==> src/rtl/fpc_pkg.sv <==
// shared types and constants of the polynomial colorizer
package fpc_pkg;

  // configuration port
  localparam int CFG_IDX_W  = 4;
  localparam int CFG_DATA_W = 32;

  // register indexes
  localparam logic [CFG_IDX_W-1:0] REG_COLOR_RANGE   = 4'd0;
  localparam logic [CFG_IDX_W-1:0] REG_RED_GAIN      = 4'd1;
  localparam logic [CFG_IDX_W-1:0] REG_GREEN_GAIN    = 4'd2;
  localparam logic [CFG_IDX_W-1:0] REG_BLUE_GAIN     = 4'd3;
  localparam logic [CFG_IDX_W-1:0] REG_SCHEME_SELECT = 4'd4;
  localparam logic [CFG_IDX_W-1:0] REG_ROW_STRIDE    = 4'd5;
  localparam logic [CFG_IDX_W-1:0] REG_PIXEL_BITS    = 4'd6;
  localparam logic [CFG_IDX_W-1:0] REG_FRAME_BASE    = 4'd7;

  // field widths
  localparam int RANGE_W  = 24;
  localparam int GAIN_W   = 16;
  localparam int SCHEME_W = 2;
  localparam int STRIDE_W = 16;
  localparam int BPP_W    = 7;
  localparam int ADDR_W   = 32;
  localparam int CHAN_W   = 8;
  localparam int COLOR_W  = 3 * CHAN_W;
  localparam int OUT_W    = ADDR_W + COLOR_W;

  // fixed point
  localparam int N_W  = 17;   // Q1.16 including the value one
  localparam int P_W  = 40;   // polynomial kept with 40 fraction bits
  localparam int F_W  = P_W + GAIN_W;
  localparam logic [N_W-1:0]    ONE_Q16  = 17'h10000;
  localparam logic [CHAN_W-1:0] CHAN_MAX = 8'hFF;

  // scheme codes
  localparam logic [SCHEME_W-1:0] SCHEME_RED   = 2'd0;
  localparam logic [SCHEME_W-1:0] SCHEME_GREEN = 2'd1;
  localparam logic [SCHEME_W-1:0] SCHEME_BLUE  = 2'd2;

  // pipeline depth
  localparam int NUM_STAGES = 6;

  typedef struct packed {
    logic [RANGE_W-1:0]  color_range;
    logic [GAIN_W-1:0]   red_gain;
    logic [GAIN_W-1:0]   green_gain;
    logic [GAIN_W-1:0]   blue_gain;
    logic [SCHEME_W-1:0] scheme_select;
    logic [STRIDE_W-1:0] row_stride;
    logic [BPP_W-1:0]    pixel_bits;
    logic [ADDR_W-1:0]   frame_base;
  } cfg_t;

endpackage

==> src/rtl/fpc_addr_pipe.sv <==
// framebuffer address datapath, delayed to match the color latency
module fpc_addr_pipe #(
  parameter int COORD_BITS = 12
) (
  input  logic                            clk,
  input  logic [fpc_pkg::NUM_STAGES-1:0]  en,
  input  fpc_pkg::cfg_t                   cfg,
  input  logic [COORD_BITS-1:0]           pos_x,
  input  logic [COORD_BITS-1:0]           pos_y,
  output logic [fpc_pkg::ADDR_W-1:0]      pixel_address
);
  import fpc_pkg::*;

  localparam int LAST  = NUM_STAGES - 1;
  localparam int YO_W  = COORD_BITS + STRIDE_W;
  localparam int XO_W  = COORD_BITS + 4;

  logic [YO_W-1:0]                y_off;
  logic [XO_W-1:0]                x_off;
  logic [ADDR_W-1:0]              addr_dly [1:LAST];

  assign pixel_address = addr_dly[LAST];

  // offsets, sum, then a delay line
  always_ff @(posedge clk) begin
    if (en[0]) begin
      y_off <= YO_W'(pos_y) * YO_W'(cfg.row_stride);
      x_off <= XO_W'(pos_x) * XO_W'(cfg.pixel_bits[BPP_W-1:3]);
    end
    if (en[1]) addr_dly[1] <= cfg.frame_base + ADDR_W'(y_off) + ADDR_W'(x_off);
    for (int k = 2; k <= LAST; k++) begin
      if (en[k]) addr_dly[k] <= addr_dly[k-1];
    end
  end

endmodule

==> config.mk <==
export PLATFORM = sky130hd
export DESIGN_NAME = fpc_addr_pipe
export DESIGN_NICKNAME = d
export VERILOG_FILES = /design/src/rtl/fpc_pkg.sv /design/src/rtl/fpc_addr_pipe.sv
export SDC_FILE = /design/constraint.sdc
export NUM_CORES = 1
export LEC_CHECK = 0
export BUFFER_PORTS_ARGS = -buffer_cell sky130_fd_sc_hd__buf_2
export CORE_MARGIN = 3
export CORE_UTILIZATION = 40
export DETAILED_ROUTE_END_ITERATION = 12
export PLACE_DENSITY = 0.66
export SYNTH_ARGS = -nofsm -noshare
export SYNTH_HDL_FRONTEND = slang
export SYNTH_SLANG_ARGS = --single-unit
==> constraint.sdc <==
create_clock -name clk -period 7.04 [get_ports clk]
set_input_delay 0.704 -clock clk [delete_from_list [all_inputs] [get_ports clk]]
set_output_delay 0.704 -clock clk [all_outputs]
set_load 0.02 [all_outputs]
==> Yosys cells after proc, flatten, opt, wreduce, memory -nomap -nowiden <==
Memory sizes are Yosys's and may differ from the RTL's.
Cells that the tools add are included.
{ "classes": {"n_addsub": 2, "multipliers": 2, "muxes": 10} }
{ "ops": {"columns": ["cell", "count"], "rows": [
  ["$add 32x16->32", 1],
  ["$add 32x28->32", 1],
  ["$mul 12x16->28", 1],
  ["$mul 12x4->16", 1],
  ["$mux 1", 10]
]} }
{ "word_totals": {"n_memories": 1, "reg_bits": 44, "ram_bits": 160, "out_inout_bits": 32, "in_bits": 160, "wordCells": 17} }
{ "memory_table": {"columns": ["memory", "words", "word_bits", "rd", "rd_ports_with_merged_regs", "wr", "line_no", "text"], "rows": [
  ["addr_dly", 5, 32, 5, 0, 5, "fpc_addr_pipe.sv:20", "logic [ADDR_W-1:0] addr_dly [1:LAST];"]
]} }

==> Longest topological paths before layout <==
{ "depth": {"depth_word": 2, "depth_mapped": 20, "ltp_nobuf": 19} }

==> Worst setup path before layout <==
OpenSTA, ideal clock, no wires.
{ "synth_path": {"path_kind": "in2reg", "startpoint": "input pos_y[3]", "endpoint": "register y_off[27] (data pin)", "path_slack_ps": 1596, "setup_time_ps": 260, "arrival_time_ps": 5184, "path_buffers": 1, "path_stages": 18, "required_time_ps": 6780, "path_cell_list": "clkbuf_1 -> nand2_1 -> fa_1 -> fa_1 -> fa_1 -> inv_1 -> fa_1 -> inv_1 -> fa_1 -> inv_1 -> ha_1 -> and3_1 -> nand3_1 -> o21ai_0 -> o22ai_1 -> o21ai_0 -> a31oi_1 -> xnor2_1"} }
{ "synth_between": {"elab_chain_cells": 1} }
{ "synth_lines": {"columns": ["item", "line_no", "text"], "rows": [
  ["start, declared", "fpc_addr_pipe.sv:9", "input logic [COORD_BITS-1:0] pos_y,"],
  ["$mul 12x16->28", "fpc_addr_pipe.sv:27", "y_off <= YO_W'(pos_y) * YO_W'(cfg.row_stride);"],
  ["end signal, assigned", "fpc_addr_pipe.sv:27", null],
  ["end, declared", "fpc_addr_pipe.sv:18", "logic [YO_W-1:0] y_off;"]
]} }
Every way passes these cells.
A chain may end at the register's enable or synchronous reset.

==> Worst setup path in the final report <==
{ "layout_path": {"startpoint": "input pos_y[6]", "endpoint": "register y_off[21] (data pin)"} }
Same word-level chain as after synthesis.

==> qor_table.md <==
| Step | Item | Value |
|:---|:---|:---|
| outcome | Result of the run | completed |
| sta | Post-layout worst setup margin | 1.372 ns |
| sta | Crit path time final | 5.668 ns |
| synth | Share of the yosys chip area belonging to registers | 0.3860 |
| place | Half-perimeter wire length after detailed placement | 23.18 mm |
| place | RD Place Congestion | 0.8296 |
| setup path | Most common cell on crit path | fa_1 |
| grt | Number of antenna violations at the first check in global routing | 0 |
| power | Areal power density over the cells | 432.1 nW/um^2 |
| floorplan | Area of the core region | 38,920 sq um |
| setup path | Maximum fanout count along the critical path | 16 |
| sta | Achievable clock frequency | 176.4 MHz |
| detailed routing | Iteration-0 DRC count of the detailed router | 411 |
| min path | Hold Path Stages | 0 |
| detailed routing | Total length of routed wires | 29.06 mm |
| sta | Total Neg Setup Slack | 0 ns |
| sta | Setup repair after global routing missed its margin | false |
| setup path | Largest delay contributor family on the critical path | adder cells |
| detailed routing | Remaining antenna violation count | 0 |
| final layout | Post-layout utilization of the core | 0.4468 |
| setup path | Master of the slowest instance on the critical path | fa_1 |
| power | VDD IR-drop max | 268.2 uV |
| sta | Count of final max-slew check failures | 0 |
| floorplan | Boundary Pins | 192 |
| place | Port Buffer Count | 114 |
| final layout | Most frequent cells in the layout | 204 x edfxtp_1, 201 x inv_1, 177 x fa_1, 175 x nand2_1, 126 x ha_1 |
| sta | Post-route fraction of the period consumed by the critical path | 0.8052 |
| detailed routing | Wire length per cell | 14.63 um |
| clocking | TritonCTS clock tree | done |
| sta | Rel. slew slack | 0.3643 |
| sta | Fin Hold WS | 0.4127 ns |
| setup path | Crit. End Element | flop |
| floorplan | Effective utilization at floorplan | 0.4078 |
| final layout | Most common library cell in the layout ignoring fill and taps | edfxtp_1 |
| clocking | Clk root buf | clkbuf_16 |
| clocking | Clock transition at the registers of the reported paths | 0.06 ns |
| detailed routing | Vias per cell | 4.852 |
| detailed routing | Iteration count of the initial detailed-routing pass | 6 |
| synth | Number of enable-type register cells in the synthesized netlist | 204 |
| floorplan | Die area | 42,110 sq um |
| setup path | Endpoint required time on the critical path | 7.27 ns |
| final layout | # nets final | 1,917 |
| synth | Synthesized Nets | 1,849 |
| setup path | Critical path's largest stage delay | 0.54 ns |
| final layout | Ratio of cells with drive above 1 in the final layout | 0.1070 |
| synth | Area of the mapped netlist | 15,870 sq um |
| synth | Predominant post-synthesis flop cell | edfxtp_1 |
| setup path | Nature of the critical path startpoint | primary input |
| detailed routing | Via count | 9,636 |
| grt | Total GRT Usage | 0.1431 |
| setup path | Buf/Inv on CP | 5 |
| sta | Final count of negative-setup-slack endpoints | 0 |
| grt | Pin count of the biggest net entering global routing | 45 |
| clocking | Clk buf depth | 3 |
| clocking | # Post-CTS Setup Buffers | 0 |
| setup path | Critical path depth in cells | 19 |
| clocking | Total of cells resized after clock tree synthesis | 0 |
| grt | Number of global-route vias before repair | 10.12k |
| synth | Share of synthesized registers carrying an async set or reset | 0 |
| synth | Syn Area/Cell | 11.45 sq um |
| setup path | Ordered list of cells on the worst path | buf_2 -> and2_1 -> fa_1 -> inv_1 -> fa_1 -> inv_1 -> fa_1 -> fa_1 -> inv_1 -> fa_1 -> inv_1 -> ha_1 -> and3_1 -> nand3_1 -> o21ai_0 -> o21ai_0 -> o21ai_0 -> o21ai_0 -> xnor2_1 |
| final layout | Final cell area excluding filler cells | 17,390 sq um |
| floorplan | Die width | 205.2 um |
| clocking | Cts hold-fix bufs | 0 |
| power | Standby leakage power | 7.880 nW |
| sta | Number of hold-slack violations in the final timing report | 0 |
| min path | Type of the most critical hold path | flop to flop |
| synth | FF+latch count, synth | 204 |
| synth | Distinct cells, synth | 51 |
| place | Worst slack, placed | 0.8655 ns |
| floorplan | Vertical die dimension | 205.2 um |
| clocking | Later-pin clock latency in the skew report | 0.48 ns |
| job | Max-Cap Viols | 0 |
| clocking | Total clock buffers created by CTS | 20 |
| sta | Skew final | 0.009855 ns |
| grt | Wire length of the first global-routing pass | 49.65 mm |
| sta | Measured slew at the worst slew-check pin | 0.9536 ns |
| clocking | Sink count of the clock tree | 204 |
| final layout | Relative area change from synthesis to final layout | 9.547% |
| setup path | Worst-case reg-to-reg path depth | 11 |
| synth | Warnings from Yosys | 0 |
| setup path | Crit path DAT | 5.90 ns |
| detailed routing | Residual DRC | 0 |
| synth | Post-Synthesis Cells | 1,386 |
| floorplan | Row count | 72 |
| clocking | H-tree lvl count | 1 |
| grt | Global route total overflow | 0 |
| place | Total cell area at the placement stage | 16,710 sq um |
| setup path | Critical path class | primary input to flop |
[kinds of logic after synthesis]
group / count (synthesis) / synth area share
xor+xnor: 59 / 0.03256
flops: 204 / 0.3860
compound gates: 183 / 0.07592
buf+inv: 269 / 0.07166
fa+ha+maj: 303 / 0.3226
simple gates: 368 / 0.1113
[worst reg2reg max path: stages (launching register included)]
cell      delay (ns)
edfxtp_1        0.42
fa_1            0.52
ha_1            0.18
inv_1           0.07
fa_1            0.45
nand2b_1        0.18
a21oi_1         0.32
o21ai_1         0.23
a311o_1         0.43
nand2_1         0.13
a21oi_1         0.10
xnor2_1         0.13
[worst paths after layout]
check	startpoint	endpoint	slack, ns
worst max-delay path	pos_y[6]	y_off[21]	1.37
worst min-delay path	addr_dly[0][147]	addr_dly[0][179]	0.41
worst max register to register	y_off[1]	addr_dly[0][61]	3.63
worst min register to register	addr_dly[0][147]	addr_dly[0][179]	0.41
[per-stage QoR]
| stage | power (mW) | instances |
|---|---|---|
| finish | 7.512 | 1986 |
| global route | 8.267 | 1985 |
| CTS | 7.551 | 1985 |
| detailed placement | 6.447 | 1950 |
| global placement | 6.322 | 1950 |
| floorplan | 5.529 | 1386 |
[state kept, by name, indices dropped and copies added, names as in the netlist]
signal,flops
y_off,28
x_off,16
addr_dly,160
[power breakdown]
part	internal, mW	switching, mW
sequential	1.95	0.0878
clock	0.654	0.413
combinational	1.91	2.50
[synth_stat cells (all sizes together), types with 3 or more instances]
master / count / area share
edfxtp: 204 / 0.39
inv: 201 / 0.048
fa: 177 / 0.22
nand2: 175 / 0.041
ha: 126 / 0.099
and2: 93 / 0.037
a21oi: 59 / 0.019
xnor2: 40 / 0.022
clkbuf: 35 / 0.0083
a21o: 34 / 0.016
buf: 33 / 0.016
nor2: 33 / 0.0078
o21ai: 29 / 0.0091
xor2: 19 / 0.010
nand3: 13 / 0.0041
and3: 12 / 0.0047
nand2b: 10 / 0.0039
nor3: 10 / 0.0032
o21a: 9 / 0.0043
a211oi: 7 / 0.0033
a31oi: 6 / 0.0024
nand4: 6 / 0.0024
a31o: 5 / 0.0028
nor2b: 5 / 0.0020
o211ai: 5 / 0.0024
a211o: 4 / 0.0022
a221oi: 4 / 0.0030
a311o: 4 / 0.0026
o21bai: 4 / 0.0019
and4: 3 / 0.0018
or2: 3 / 0.0012
[final cells by class]
class	instances	area, sq um
diodes	1	2.502
clock buffers	22	529.3
clock inverters	13	147.6
fillers	3589	21530
inverters	201	754.5
multi-input cells	913	8608
flip-flops and latches	204	6126
well taps	518	648.1
repair buffers	114	570.5
[routing by layer]
metal | GRT usage | part of all wire | vias up
met5 | 0 | 0 | -
met4 | 0.02905 | 0.017 | 0
met3 | 0.01740 | 0.048 | 44
met2 | 0.2568 | 0.50 | 225
met1 | 0.1876 | 0.43 | 4660
li1 | - | - | 4707
(Power assumes the default switching activity.)
