## src/rtl/fpc_pkg.sv

```systemverilog
// shared types and constants of the polynomial colorizer
package fpc_pkg;

  // configuration port
  localparam int CFG_IDX_W  = 4;
  localparam int CFG_DATA_W = 32;

  // register indexes
  localparam logic [CFG_IDX_W-1:0] REG_COLOR_RANGE   = 4'd0;
  localparam logic [CFG_IDX_W-1:0] REG_RED_GAIN      = 4'd1;
  localparam logic [CFG_IDX_W-1:0] REG_GREEN_GAIN    = 4'd2;
  localparam logic [CFG_IDX_W-1:0] REG_BLUE_GAIN     = 4'd3;
  localparam logic [CFG_IDX_W-1:0] REG_SCHEME_SELECT = 4'd4;
  localparam logic [CFG_IDX_W-1:0] REG_ROW_STRIDE    = 4'd5;
  localparam logic [CFG_IDX_W-1:0] REG_PIXEL_BITS    = 4'd6;
  localparam logic [CFG_IDX_W-1:0] REG_FRAME_BASE    = 4'd7;

  // field widths
  localparam int RANGE_W  = 24;
  localparam int GAIN_W   = 16;
  localparam int SCHEME_W = 2;
  localparam int STRIDE_W = 16;
  localparam int BPP_W    = 7;
  localparam int ADDR_W   = 32;
  localparam int CHAN_W   = 8;
  localparam int COLOR_W  = 3 * CHAN_W;
  localparam int OUT_W    = ADDR_W + COLOR_W;

  // fixed point
  localparam int N_W  = 17;   // Q1.16 including the value one
  localparam int P_W  = 40;   // polynomial kept with 40 fraction bits
  localparam int F_W  = P_W + GAIN_W;
  localparam logic [N_W-1:0]    ONE_Q16  = 17'h10000;
  localparam logic [CHAN_W-1:0] CHAN_MAX = 8'hFF;

  // scheme codes
  localparam logic [SCHEME_W-1:0] SCHEME_RED   = 2'd0;
  localparam logic [SCHEME_W-1:0] SCHEME_GREEN = 2'd1;
  localparam logic [SCHEME_W-1:0] SCHEME_BLUE  = 2'd2;

  // pipeline depth
  localparam int NUM_STAGES = 6;

  typedef struct packed {
    logic [RANGE_W-1:0]  color_range;
    logic [GAIN_W-1:0]   red_gain;
    logic [GAIN_W-1:0]   green_gain;
    logic [GAIN_W-1:0]   blue_gain;
    logic [SCHEME_W-1:0] scheme_select;
    logic [STRIDE_W-1:0] row_stride;
    logic [BPP_W-1:0]    pixel_bits;
    logic [ADDR_W-1:0]   frame_base;
  } cfg_t;

endpackage

```

## src/rtl/fpc_cfg_regs.sv

```systemverilog
// configuration register file of the polynomial colorizer
module fpc_cfg_regs (
  input  logic                         clk,
  input  logic                         rst,
  input  logic                         wr_en,
  input  logic [fpc_pkg::CFG_IDX_W-1:0]  wr_index,
  input  logic [fpc_pkg::CFG_DATA_W-1:0] wr_data,
  output fpc_pkg::cfg_t                cfg
);
  import fpc_pkg::*;

  // register writes, unknown indexes are dropped
  always_ff @(posedge clk) begin
    if (rst) begin
      cfg.color_range   <= 24'd4096;
      cfg.red_gain      <= 16'd1024;
      cfg.green_gain    <= 16'd1024;
      cfg.blue_gain     <= 16'd1024;
      cfg.scheme_select <= SCHEME_RED;
      cfg.row_stride    <= 16'd4096;
      cfg.pixel_bits    <= 7'd32;
      cfg.frame_base    <= 32'd0;
    end else if (wr_en) begin
      case (wr_index)
        REG_COLOR_RANGE:   cfg.color_range   <= wr_data[RANGE_W-1:0];
        REG_RED_GAIN:      cfg.red_gain      <= wr_data[GAIN_W-1:0];
        REG_GREEN_GAIN:    cfg.green_gain    <= wr_data[GAIN_W-1:0];
        REG_BLUE_GAIN:     cfg.blue_gain     <= wr_data[GAIN_W-1:0];
        REG_SCHEME_SELECT: cfg.scheme_select <= wr_data[SCHEME_W-1:0];
        REG_ROW_STRIDE:    cfg.row_stride    <= wr_data[STRIDE_W-1:0];
        REG_PIXEL_BITS:    cfg.pixel_bits    <= wr_data[BPP_W-1:0];
        REG_FRAME_BASE:    cfg.frame_base    <= wr_data[ADDR_W-1:0];
        default: ;
      endcase
    end
  end

endmodule

```

## config.mk

```make
export PLATFORM = sky130hd
export DESIGN_NAME = fpc_cfg_regs
export DESIGN_NICKNAME = d
export VERILOG_FILES = /design/src/rtl/fpc_pkg.sv /design/src/rtl/fpc_cfg_regs.sv
export SDC_FILE = /design/constraint.sdc
export NUM_CORES = 1
export LEC_CHECK = 0
export BUFFER_PORTS_ARGS = -buffer_cell sky130_fd_sc_hd__buf_2
export CAP_MARGIN = 15
export CELL_PAD_IN_SITES_DETAIL_PLACEMENT = 1
export CELL_PAD_IN_SITES_GLOBAL_PLACEMENT = 2
export CORE_ASPECT_RATIO = 0.5
export CORE_MARGIN = 2
export CORE_UTILIZATION = 30
export CTS_BUF_LIST = sky130_fd_sc_hd__clkbuf_16
export DETAILED_ROUTE_END_ITERATION = 10
export PLACE_DENSITY_LB_ADDON = 0.1
export SETUP_SLACK_MARGIN = 0.4
export SKIP_LAST_GASP = 1
export SYNTH_ARGS = -nofsm -noshare
export SYNTH_HDL_FRONTEND = slang
export SYNTH_SLANG_ARGS = --single-unit
```

## constraint.sdc

```tcl
create_clock -name clk -period 2 [get_ports clk]
set_input_delay 0.3 -clock clk [delete_from_list [all_inputs] [get_ports clk]]
set_output_delay 0.3 -clock clk [all_outputs]
set_load 0.03 [all_outputs]
```

# Word-level counts from Yosys, hierarchy flattened
# Index checks and enable logic that the tools add are counted.
# Widths: inputs -> output; s select.
[classes]
n_eq_ne = 7
reduce_logical = 9
[ops]
columns = ["cell", "n"]
rows = [
  ["$eq 4x3->1 const B", 4],
  ["$reduce_and 2->1", 8],
  ["$eq 4x2->1 const B", 2],
  ["$eq 4x1->1 const B", 1],
  ["$logic_not 4->1", 1],
]
[totals]
register_bits = 129
word_cells = 24

# Logic depth before layout (Yosys ltp)
# Gate-level depths: netlist of run 1.
[depth]
word_depth = 2
ltp_mapped = 6
mapped_depth_nobuf = 3

# Worst setup path after synthesis of run 1
# Ideal clock, no wire load.
[synth_timing]
path_type = "input to register"
startpoint = "in wr_index[3] (netlist bit)"
endpoint = "reg cfg[21] (netlist bit)"
setup_time_ns = 0.072
arrival_time_ns = 1.227
path_slack_ns = 0.701
path_stages = 6
cell_sequence = "and3b_1 buf_6 and3_4 buf_6 buf_8 mux2i_1"
[synth_via]
elab_chain_len = 2
[synth_rtl]
columns = ["element", "line_no", "text"]
rows = [
  ["start: declaration", "fpc_cfg_regs.sv:6", "input logic [fpc_pkg::CFG_IDX_W-1:0] wr_index,"],
  ["$eq 4x3->1", "fpc_cfg_regs.sv:24", "case (wr_index)"],
  ["$reduce_and 2->1 (no source line)", "n/a", ""],
  ["end: declaration", "fpc_cfg_regs.sv:8", "output fpc_pkg::cfg_t cfg"],
]
# Every way passes these cells.
# A chain may end at the register's enable or synchronous reset.

# Final worst setup path of run 1
[layout_timing]
startpoint = "reg cfg[67] (netlist bit)"
endpoint = "out cfg[67] (netlist bit)"
# No word-level cell between the ends.

==> results of run 1 <==
==> synth_stat cells (all sizes together) <==
master	instances	area [µm²]
nand3	2	27.5
buf	13	115
and3	1	11.3
nand2b	155	970
and2b	2	15.0
and2	2	12.5
dfxtp	129	2580
nor2	10	37.5
clkbuf	17	63.8
mux2i	129	1290
nor3b	1	18.8
nand2	6	42.5
and3b	1	8.76
==> layer usage <==
metal,track usage,vias up,routed length [µm]
li1,-,1861,-
met2,0.256,95,6490
met5,0,-,0
met3,0.0563,17,1020
met1,0.209,1824,6780
met4,0.0608,0,182
==> how the worst max path moves through the flow <==
stage,start,end,slack (ns),depth (start not counted)
floorplan,wr_index[3],cfg[21],0.70,6
global placement,wr_index[3],cfg[107],0.34,4
detailed placement,wr_index[3],cfg[107],0.30,4
CTS,cfg[67],cfg[67],0.68,1
global route,cfg[107],cfg[107],0.66,1
finish,cfg[67],cfg[67],0.70,1
==> power by group <==
group	switching, µW	total (µW)	internal (µW)
Sequential	17.3	2620	2600
Clock	1160	2700	1540
Combinational	232	383	152
==> per-stage QoR <==
| step | hold WS [ns] | instance area, µm² | power, µW | cells |
|---|---|---|---|---|
| after floorplan | 0.455 | 5200 | 2930 | 468 |
| after detailed placement | 0.460 | 6200 | 3070 | 839 |
| after global routing | 0.150 | 6710 | 5960 | 871 |
| after global placement | 0.455 | 6200 | 3070 | 839 |
| after CTS | 0.131 | 6710 | 5800 | 871 |
| final | 0.150 | 6710 | 5710 | 871 |
==> area by class of cell <==
| class | count | area share |
|---|---|---|
| flip-flops and latches | 129 | 0.385 |
| multi-input cells | 309 | 0.363 |
| repair buffers | 174 | 0.135 |
| clock buffers | 17 | 0.0634 |
| well taps | 227 | 0.0423 |
| clock inverters | 15 | 0.0123 |
==> cell families after synthesis <==
kind of cell	share of synthesized area
muxes	0.248
DFF	0.497
and+or+nand+nor	0.220
buffers and inverters	0.0344
==> cell usage in the layout (no fill, tap or decap) <==
cell / n
and3_4: 1
nand2_4: 2
buf_2: 166
clkinv_4: 1
nand3_2: 1
clkinv_1: 1
nor3b_4: 1
clkinvlp_4: 4
clkinv_2: 5
and2_1: 1
and2b_1: 2
nand3_4: 1
nand2b_1: 155
inv_1: 4
clkbuf_16: 17
nand2_1: 2
and2_0: 1
nor2_1: 10
nand2_2: 2
buf_12: 1
buf_4: 7
and3b_1: 1
mux2i_1: 129
dfxtp_1: 129
==> results by group, run 1 <==
Outcome
  • Status: completed

Synthesis
  • Cells after Synth: 468
  • Unique masters post-synth: 21
  • Syn Area/Cell: 11.1 µm²
  • Mapped cell area: 0.00520 mm²
  • Synthesized net count: 507
  • Post-synthesis register bit count: 129
  • Post-synthesis sequential area ratio: 0.497
  • Syn. warnings: 0

Clock tree
  • Root Driver: clkbuf_16
  • Worst skew pair latency: 0.42 ns
  • Clk buf depth: 2
  • Hold-fix buffers at CTS: 0
  • Clock-pin slew on the worst setup and hold paths: 0.06 ns
  • Number of CTS-inserted buffers: 17
  • Sink Count: 129
  • Post-cts repair resize count: 0
  • Htree depth: 4
  • CTS tree: done
  • Post-CTS setup buffer count: 0

Worst setup path
  • Crit path buffers/inverters: 1
  • Crit path required time: 1.70 ns
  • CP arrival: 1.00 ns
  • Worst setup path class: flop to primary output
  • R2r startpoint: cfg[37]
  • Reg-to-reg endpoint: cfg[37]
  • Worst-path fanout max: 2
  • Setup slack, reg-to-reg: 1.36 ns
  • Crit. End Element: primary output
  • Crit start category: flop
  • Worst-path cell chain: buf_2
  • Worst reg2reg path depth: 2
  • Critical path's top delay family: flip-flops
  • Slowest stage delay, CP: 0.36 ns
  • Slowest CP cell: dfxtp_1

Cells and area
  • Largest Register: cfg
  • Inserted Diodes: 0
  • Util after Layout: 0.403
  • Synth-to-Final Area Change: 29.2%
  • Ratio of cells with drive above 1 in the final layout: 0.325
  • Fillcell total: 1,915
  • Biggest regs: cfg x129
  • Max reg flops: 129
  • Layout net count: 670
  • Area of the multi-input gates: 0.00243 mm²
  • Reg area: 0.00258 mm²

GRT
  • Wire length of the first global-routing pass: 22.8 mm
  • Initial antenna violation count: 0
  • GRT overflow: 0
  • GRT Overall Usage: 0.164
  • Vias in the first global route: 3,979
  • Largest net degree at the start of global routing: 50

STA
  • Crit share post-route: 0.648
  • Max Slew Vio Count: 0
  • Hold Fails Final Rpt: 0
  • Final min period: 1.30 ns
  • F_max: 772 MHz
  • Tightest Pin Transition: 0.555 ns
  • Unrepaired setup endpoints after global routing: false
  • Worst Skew: 0 ns
  • Final setup TNS: 0 ns
  • Final Setup Violations: 0
  • Post-route setup slack: 0.704 ns
  • Slew headroom: 0.629

Die
  • Die extent in y: 97.1 µm
  • Core ar.: 0.0166 mm²
  • # IOs: 168
  • Die X: 190 µm
  • Rows: 33
  • Die area: 0.0185 mm²
  • Initial Util: 0.312

Placement
  • GP Congestion: 0.687
  • PortBufs: 167
  • HPWL after DPL: 10.2 mm
  • Pre-CTS WS: 0.304 ns

Pwr
  • Pwr Density: 850 mW/mm²
  • P_leak: 0.00351 µW
  • VDD IR-drop max: 0.571 mV

Route
  • Via count: 3,797
  • TritonRoute pass-1 iters: 4
  • Drt wl/cell: 16.6 µm
  • Post-DRT Antenna Nets: 0
  • Vias per cell: 4.36
  • Post-Route WL: 14.5 mm
  • DRC viols: 0
  • Starting DRT DRC Count: 101

Min path
  • Worst hold start: wr_data[25]
  • Hold Crit Depth: 3
  • Min-Delay Path Class: input pin to flop
  • Hold endpoint: cfg[25]

Job
  • Max_cap viols: 0
Note: power is estimated with default switching activity, not from simulation.
==> run 2: changes to the inputs <==
Settings changed: ABC_AREA from default to 1, CORE_UTILIZATION 30 to 26.
Clock period 2 ns to 1.3 ns, I/O delays scaled along.
==> run 2 against run 1 <==
Synthesized cell count rose by 66%. Clock power rose by 78%. Area after synthesis rose by 0.63%. Largest cell class unchanged. Cell count rose by 42%. Sequential cell count did not move. Largest power group unchanged. Hold slack got worse by 0.13 ns. Worst setup slack got worse by 0.52 ns. Core utilization rose by 1.8 points.
==> results by group, run 2 <==
Route
  • Post-DRT Antenna Nets: 0 (unchanged)
  • TritonRoute pass-1 iters: 4 (unchanged)
  • Via count: 5,280 (+39%)
  • Top Metal Used: met4
  • Wire length on met2: 8.78 mm (+35%)
  • Starting DRT DRC Count: 188 (+86%)
  • DRC viols: 0 (unchanged)
  • Post-Route WL: 19.1 mm (+32%)
  • Met3 WL: 1.16 mm (+13%)
  • Met1 WL: 9.08 mm (+34%)
  • Vias per cell: 4.27 (-2.0%)
  • Drt wl/cell: 15.5 µm (-6.8%)

STA
  • Worst Skew: 0 ns (unchanged)
  • Final min period: 1.11 ns
  • F_max: 899 MHz
  • Final Setup Violations: 0 (unchanged)
  • Worst Hold Slack: 0.0225 ns (-0.128 ns)
  • Final setup TNS: 0 ns (unchanged)
  • Slew headroom: 0.710 (+0.0815)
  • Crit share post-route: 0.855
  • Max Slew Vio Count: 0 (unchanged)
  • Hold Fails Final Rpt: 0 (unchanged)
  • Unrepaired setup endpoints after global routing: true
  • Tightest Pin Transition: 0.434 ns (-0.121 ns)

Die
  • Initial Util: 0.267 (-0.0454)
  • Rows: 36 (+9.1%)
  • Core ar.: 0.0196 mm² (+18%)
  • Die X: 205 µm (+7.6%)
  • # IOs: 168 (unchanged)
  • Die area: 0.0213 mm² (+16%)
  • Die extent in y: 104 µm (+7.4%)

Synthesis
  • Synth async-reset ratio: 0 (unchanged)
  • Number of flops mapped to enable cells by yosys: 0 (unchanged)
  • Unique masters post-synth: 17 (-19%)
  • Share of the synthesized area in the top cell type: 0.494 (-0.00309)
  • Mapped cell area: 0.00523 mm² (+0.63%)
  • Top post-synthesis cells by area: dfxtp_1 49%, nor2_1 18%, nand2_1 16%, inv_1 5.3%, nand4_1 3.8%
  • Syn. warnings: 0 (unchanged)
  • Area leader, netlist: dfxtp_1
  • Post-synthesis sequential area ratio: 0.494 (-0.00309)
  • Top FF cell, synth: dfxtp_1
  • Most common cell in the netlist: nor2_1
  • Post-synthesis register bit count: 129 (unchanged)
  • Synth cell count leaders: 250 x nor2_1, 228 x nand2_1, 129 x dfxtp_1
  • Cells after Synth: 777 (+66%)
  • Syn Area/Cell: 6.73 µm² (-39%)
  • Synthesized net count: 816 (+61%)

Clock tree
  • Number of CTS-inserted buffers: 17 (unchanged)
  • Sink Count: 129 (unchanged)
  • Worst skew pair latency: 0.41 ns (about the same)
  • Htree depth: 4 (unchanged)
  • Clk buf depth: 2 (unchanged)
  • CTS tree: done
  • Clock-pin slew on the worst setup and hold paths: 0.06 ns (about the same)
  • Hold-fix buffers at CTS: 0 (unchanged)
  • Root Driver: clkbuf_16

Worst setup path
  • Critical path's top delay family: flip-flops
  • Slowest stage delay, CP: 0.37 ns (about the same)
  • Slowest CP cell: dfxtp_4
  • Worst-path fanout max: 2 (unchanged)
  • Worst setup path class: flop to primary output
  • CP arrival: 0.92 ns (-0.08 ns)
  • Crit start category: flop
  • Crit. End Element: primary output
  • Crit path required time: 1.11 ns (-0.59 ns)
  • Crit path buffers/inverters: 1 (unchanged)
  • Worst-path cell chain: buf_6

GRT
  • Initial antenna violation count: 0 (unchanged)
  • Vias in the first global route: 5,265 (+32%)
  • GRT overflow: 0 (unchanged)
  • Wire length of the first global-routing pass: 29.0 mm (+27%)
  • GRT Overall Usage: 0.179 (+0.0149)
  • Largest net degree at the start of global routing: 67 (+34%)

Cells and area
  • Biggest regs: cfg x129
  • Layout net count: 996 (+49%)
  • Post-route cell area: 0.00826 mm² (+23%)
  • Synth-to-Final Area Change: 58.0%
  • Ratio of cells with drive above 1 in the final layout: 0.386 (+0.0610)
  • Most frequent cells in the layout: 248 x nor2_1, 227 x nand2_1, 130 x buf_6, 128 x dfxtp_2, 76 x inv_1
  • Inserted Diodes: 0 (unchanged)
  • Largest Register: cfg
  • Most common cell after layout, fill and taps aside: nor2_1
  • Fillcell total: 2,386 (+25%)
  • Max reg flops: 129 (unchanged)

Placement
  • Area after DPL: 0.00652 mm² (+5.0%)
  • PortBufs: 167 (unchanged)
  • HPWL after DPL: 12.8 mm (+26%)
  • GP Congestion: 0.732 (+6.7%)

Pwr
  • P_leak: 0.00398 µW (+14%)
  • Total Power: 9970 µW (+75%)
  • Pwr Density: 1210 mW/mm² (+42%)
  • Combinational share of power: 0.106 (+0.039)
  • Clock share of power: 0.481 (+0.008)
  • Int Pwr: 7410 µW (+72%)
  • VDD IR-drop max: 0.729 mV (+28%)
  • Switching power: 2550 µW (+82%)
  • Flop pwr share: 0.413 (-0.046)
  • Sw Ratio: 0.256 (+0.00986)

Job
  • Max_cap viols: 0 (unchanged)

Min path
  • Min-Delay Path Class: input pin to flop

Outcome
  • Status: completed
==> run 2: worst paths after layout <==
check              start       end  slack [ns]  depth (start not counted)
max reg2reg      cfg[25]   cfg[25]        0.48                          4
min reg2reg     cfg[117]  cfg[117]        0.46                          2
min          wr_data[18]  cfg[123]        0.02                          3
max             cfg[100]  cfg[100]        0.19                          1
==> run 2: power by group through the flow <==
stage / clock (µW) / combinational, µW / sequential [µW]
final: 4800 / 1050 / 4120
after global routing: 5120 / 1150 / 4130
after CTS: 4950 / 1050 / 4120
after detailed placement: 0 / 937 / 4170
after global placement: 0 / 928 / 4170
after floorplan: 0 / 390 / 4340
==> run 2: metal layers <==
metal	GRT usage	vias to the layer above
met1	0.235	2483
met5	0	-
li1	-	2679
met2	0.288	108
met3	0.0526	10
met4	0.0388	0
==> run 2: final cells by class <==
| type | instances | area [µm²] | area share |
|---|---|---|---|
| tap | 266 | 333 | 0.0403 |
| timing repair buffer | 204 | 2120 | 0.257 |
| clock buffer | 17 | 425 | 0.0515 |
| clock inverter | 15 | 153 | 0.0185 |
| inverter | 75 | 300 | 0.0364 |
| multi-input combinational | 530 | 2180 | 0.264 |
| sequential | 129 | 2750 | 0.333 |
==> run 2: cells by family (layout without fill, tap and decap cells) <==
kind of cell    count (synthesis)  in the layout  synth area share
simple gates                  528            528             0.408
compound gates                  2              2           0.00191
flops                         129            129             0.494
buf+inv                       118            311            0.0964
==> run 2: per-stage QoR <==
step | worst slack (ns) | utilization | instances
3_5_place_dp | 0.000220 | 0.333 | 1186
5_1_grt | 0.159 | 0.422 | 1236
2_1_floorplan | 0.330 | - | 777
3_3_place_gp | 0.0357 | 0.333 | 1186
6_report | 0.188 | 0.422 | 1236
4_1_cts | 0.166 | 0.414 | 1223
==> run 2: repair_timing <==
item,in CTS,in global routing
setup endpoints to repair,129,145
gates resized for setup,388,3
pin swaps,0,1
buffers inserted,5,10
gates cloned,0,3
==> run 3: changes to the inputs <==
Settings changed: REMOVE_ABC_BUFFERS from default to 1, SLEW_MARGIN from default to 20.
==> run 3 against run 2 <==
Fmax is 0.38% higher. Global-route usage decreased by 0.14 points. Power increased by 5.9%. Combinational power about the same. Register-to-register slack better by 0.03 ns. Core utilization up 1.0 points. Cell count grew 1.6%. Clock-buffer cell count unchanged. Design area increased by 2.5%. Critical endpoint is now cfg[38]. Largest cell class unchanged.
==> results by group, run 3 (synthesis gave the netlist of run 2 again) <==
Route
  • Via count: 5,341 (+1.2%)
  • TritonRoute pass-1 iters: 4 (unchanged)
  • Starting DRT DRC Count: 171 (-9.0%)
  • DRC viols: 0 (unchanged)
  • Drt wl/cell: 14.9 µm (-3.5%)
  • Vias per cell: 4.25 (-0.46%)
  • Post-Route WL: 18.8 mm (-1.9%)
  • Post-DRT Antenna Nets: 0 (unchanged)

Worst setup path
  • Slowest stage delay, CP: 0.35 ns (-0.02 ns)
  • Slowest CP cell: dfxtp_2
  • CP arrival: 0.91 ns (about the same)
  • Worst-path cell chain: buf_6
  • Critical path's top delay family: flip-flops
  • Crit path buffers/inverters: 1 (unchanged)
  • Worst setup path class: flop to primary output
  • Crit. End Element: primary output
  • Worst-path fanout max: 2 (unchanged)
  • Crit start category: flop
  • Crit path required time: 1.11 ns (about the same)

STA
  • Crit share post-route: 0.852 (-0.00326)
  • Slew headroom: 0.803 (+0.0928)
  • Post-route setup slack: 0.192 ns (+0.00424 ns)
  • Final Setup Violations: 0 (unchanged)
  • Unrepaired setup endpoints after global routing: true
  • Worst Skew: 0 ns (unchanged)
  • Hold Fails Final Rpt: 0 (unchanged)
  • Worst Hold Slack: 0.0184 ns (-0.00412 ns)
  • Tightest Pin Transition: 0.296 ns (-0.139 ns)
  • Final min period: 1.11 ns (-0.00424 ns)
  • F_max: 903 MHz (+0.38%)
  • Max Slew Vio Count: 0 (unchanged)

Placement
  • GP Congestion: 0.709 (-3.2%)
  • PortBufs: 167 (unchanged)
  • Pre-CTS WS: 0.0219 ns (+0.0217 ns)
  • HPWL after DPL: 12.3 mm (-3.4%)
  • Area after DPL: 0.00656 mm² (+0.67%)
  • Cells after DPL: 1,197 (+0.93%)

GRT
  • Vias in the first global route: 5,431 (+3.2%)
  • Wire length of the first global-routing pass: 29.2 mm (+0.50%)
  • GRT Overall Usage: 0.177 (-0.00138)
  • Largest net degree at the start of global routing: 58 (-13%)
  • Initial antenna violation count: 0 (unchanged)
  • GRT overflow: 0 (unchanged)

Die
  • Die extent in y: 104 µm (unchanged)
  • Initial Util: 0.267 (unchanged)
  • Rows: 36 (unchanged)
  • Die X: 205 µm (unchanged)
  • Die area: 0.0213 mm² (unchanged)
  • Core ar.: 0.0196 mm² (unchanged)
  • # IOs: 168 (unchanged)

Cells and area
  • Most common cell after layout, fill and taps aside: nor2_1
  • Max reg flops: 129 (unchanged)
  • Largest Register: cfg
  • Post-route cell area: 0.00846 mm² (+2.5%)
  • Most frequent cells in the layout: 248 x nor2_1, 226 x nand2_1, 134 x buf_6, 129 x dfxtp_2, 76 x inv_1
  • Ratio of cells with drive above 1 in the final layout: 0.399 (+0.0134)
  • Layout net count: 1,016 (+2.0%)
  • Biggest regs: cfg x129
  • Synth-to-Final Area Change: 61.8%
  • Fillcell total: 2,441 (+2.3%)
  • Inserted Diodes: 0 (unchanged)
  • Fin cells: 1,256 (+1.6%)

Clock tree
  • Sink Count: 129 (unchanged)
  • Htree depth: 4 (unchanged)
  • Clk buf depth: 2 (unchanged)
  • Number of CTS-inserted buffers: 17 (unchanged)
  • CTS tree: done
  • Clock-pin slew on the worst setup and hold paths: 0.06 ns (about the same)
  • Worst skew pair latency: 0.42 ns (about the same)
  • Root Driver: clkbuf_16

Job
  • Max_cap viols: 0 (unchanged)

Pwr
  • P_leak: 0.00412 µW (+3.4%)
  • Pwr Density: 1250 mW/mm² (+3.4%)
  • VDD IR-drop max: 0.914 mV (+25%)

Outcome
  • Status: completed

Min path
  • Min-Delay Path Class: input pin to flop
run 3: changes by cell type in the layout (fill, tap and decap cells not counted), moves of 2 or more:
cell	previous run	this run
buf_4	22	37
buf_6	130	134
bufinv_16	3	6
clkinvlp_4	4	2
run 3: timing repair:
item,4_1_cts,5_1_grt
hold buffers,1,0
setup endpoints to repair,129,144
cloned,0,4
endpoints found under the hold margin,1,0
buffers inserted,9,13
resized for setup,387,12
pin swaps,0,2
run 3: area by class of cell:
cell class | instances | area, µm² | area share
clock buffers | 17 | 425 | 0.0503
clock inverters | 15 | 224 | 0.0265
inverters | 75 | 284 | 0.0336
multi-input cells | 530 | 2170 | 0.257
flip-flops and latches | 129 | 2740 | 0.324
well taps | 266 | 333 | 0.0393
repair buffers | 224 | 2280 | 0.269
run 3: tightest hold or removal path, delay by kind of cell:
family / cells / cell delay, ns
buffers and inverters: 1 / 0.09
AND/OR/NAND/NOR: 2 / 0.12
run 3: worst paths after layout:
path	endpoint	cells past startpoint	startpoint	slack [ns]
max reg2reg	cfg[64]	5	cfg[64]	0.51
min reg2reg	cfg[67]	2	cfg[67]	0.46
min	cfg[121]	3	wr_data[16]	0.02
max	cfg[38]	1	cfg[38]	0.19
run 3: report_power, final:
| part | total, µW | switching (µW) | internal (µW) |
|---|---|---|---|
| combinational | 1040 | 629 | 409 |
| sequential | 4120 | 64.1 | 4060 |
| clock | 5400 | 1850 | 3550 |
| total | 10600 | 2540 | 8020 |
run 3: metrics by stage:
step	power (µW)	TNS [ns]	utilization
floorplan	4690	-127.97	-
global placement	5060	0	0.335
detailed placement	5080	0	0.335
CTS	10700	0	0.421
global route	11000	0	0.432
finish	10600	0	0.432
run 3: per-layer routing:
metal / GRT usage / wire length [µm]
met5: 0 / 0
met4: 0.0543 / 187
met3: 0.0511 / 947
met2: 0.293 / 8780
met1: 0.222 / 8850
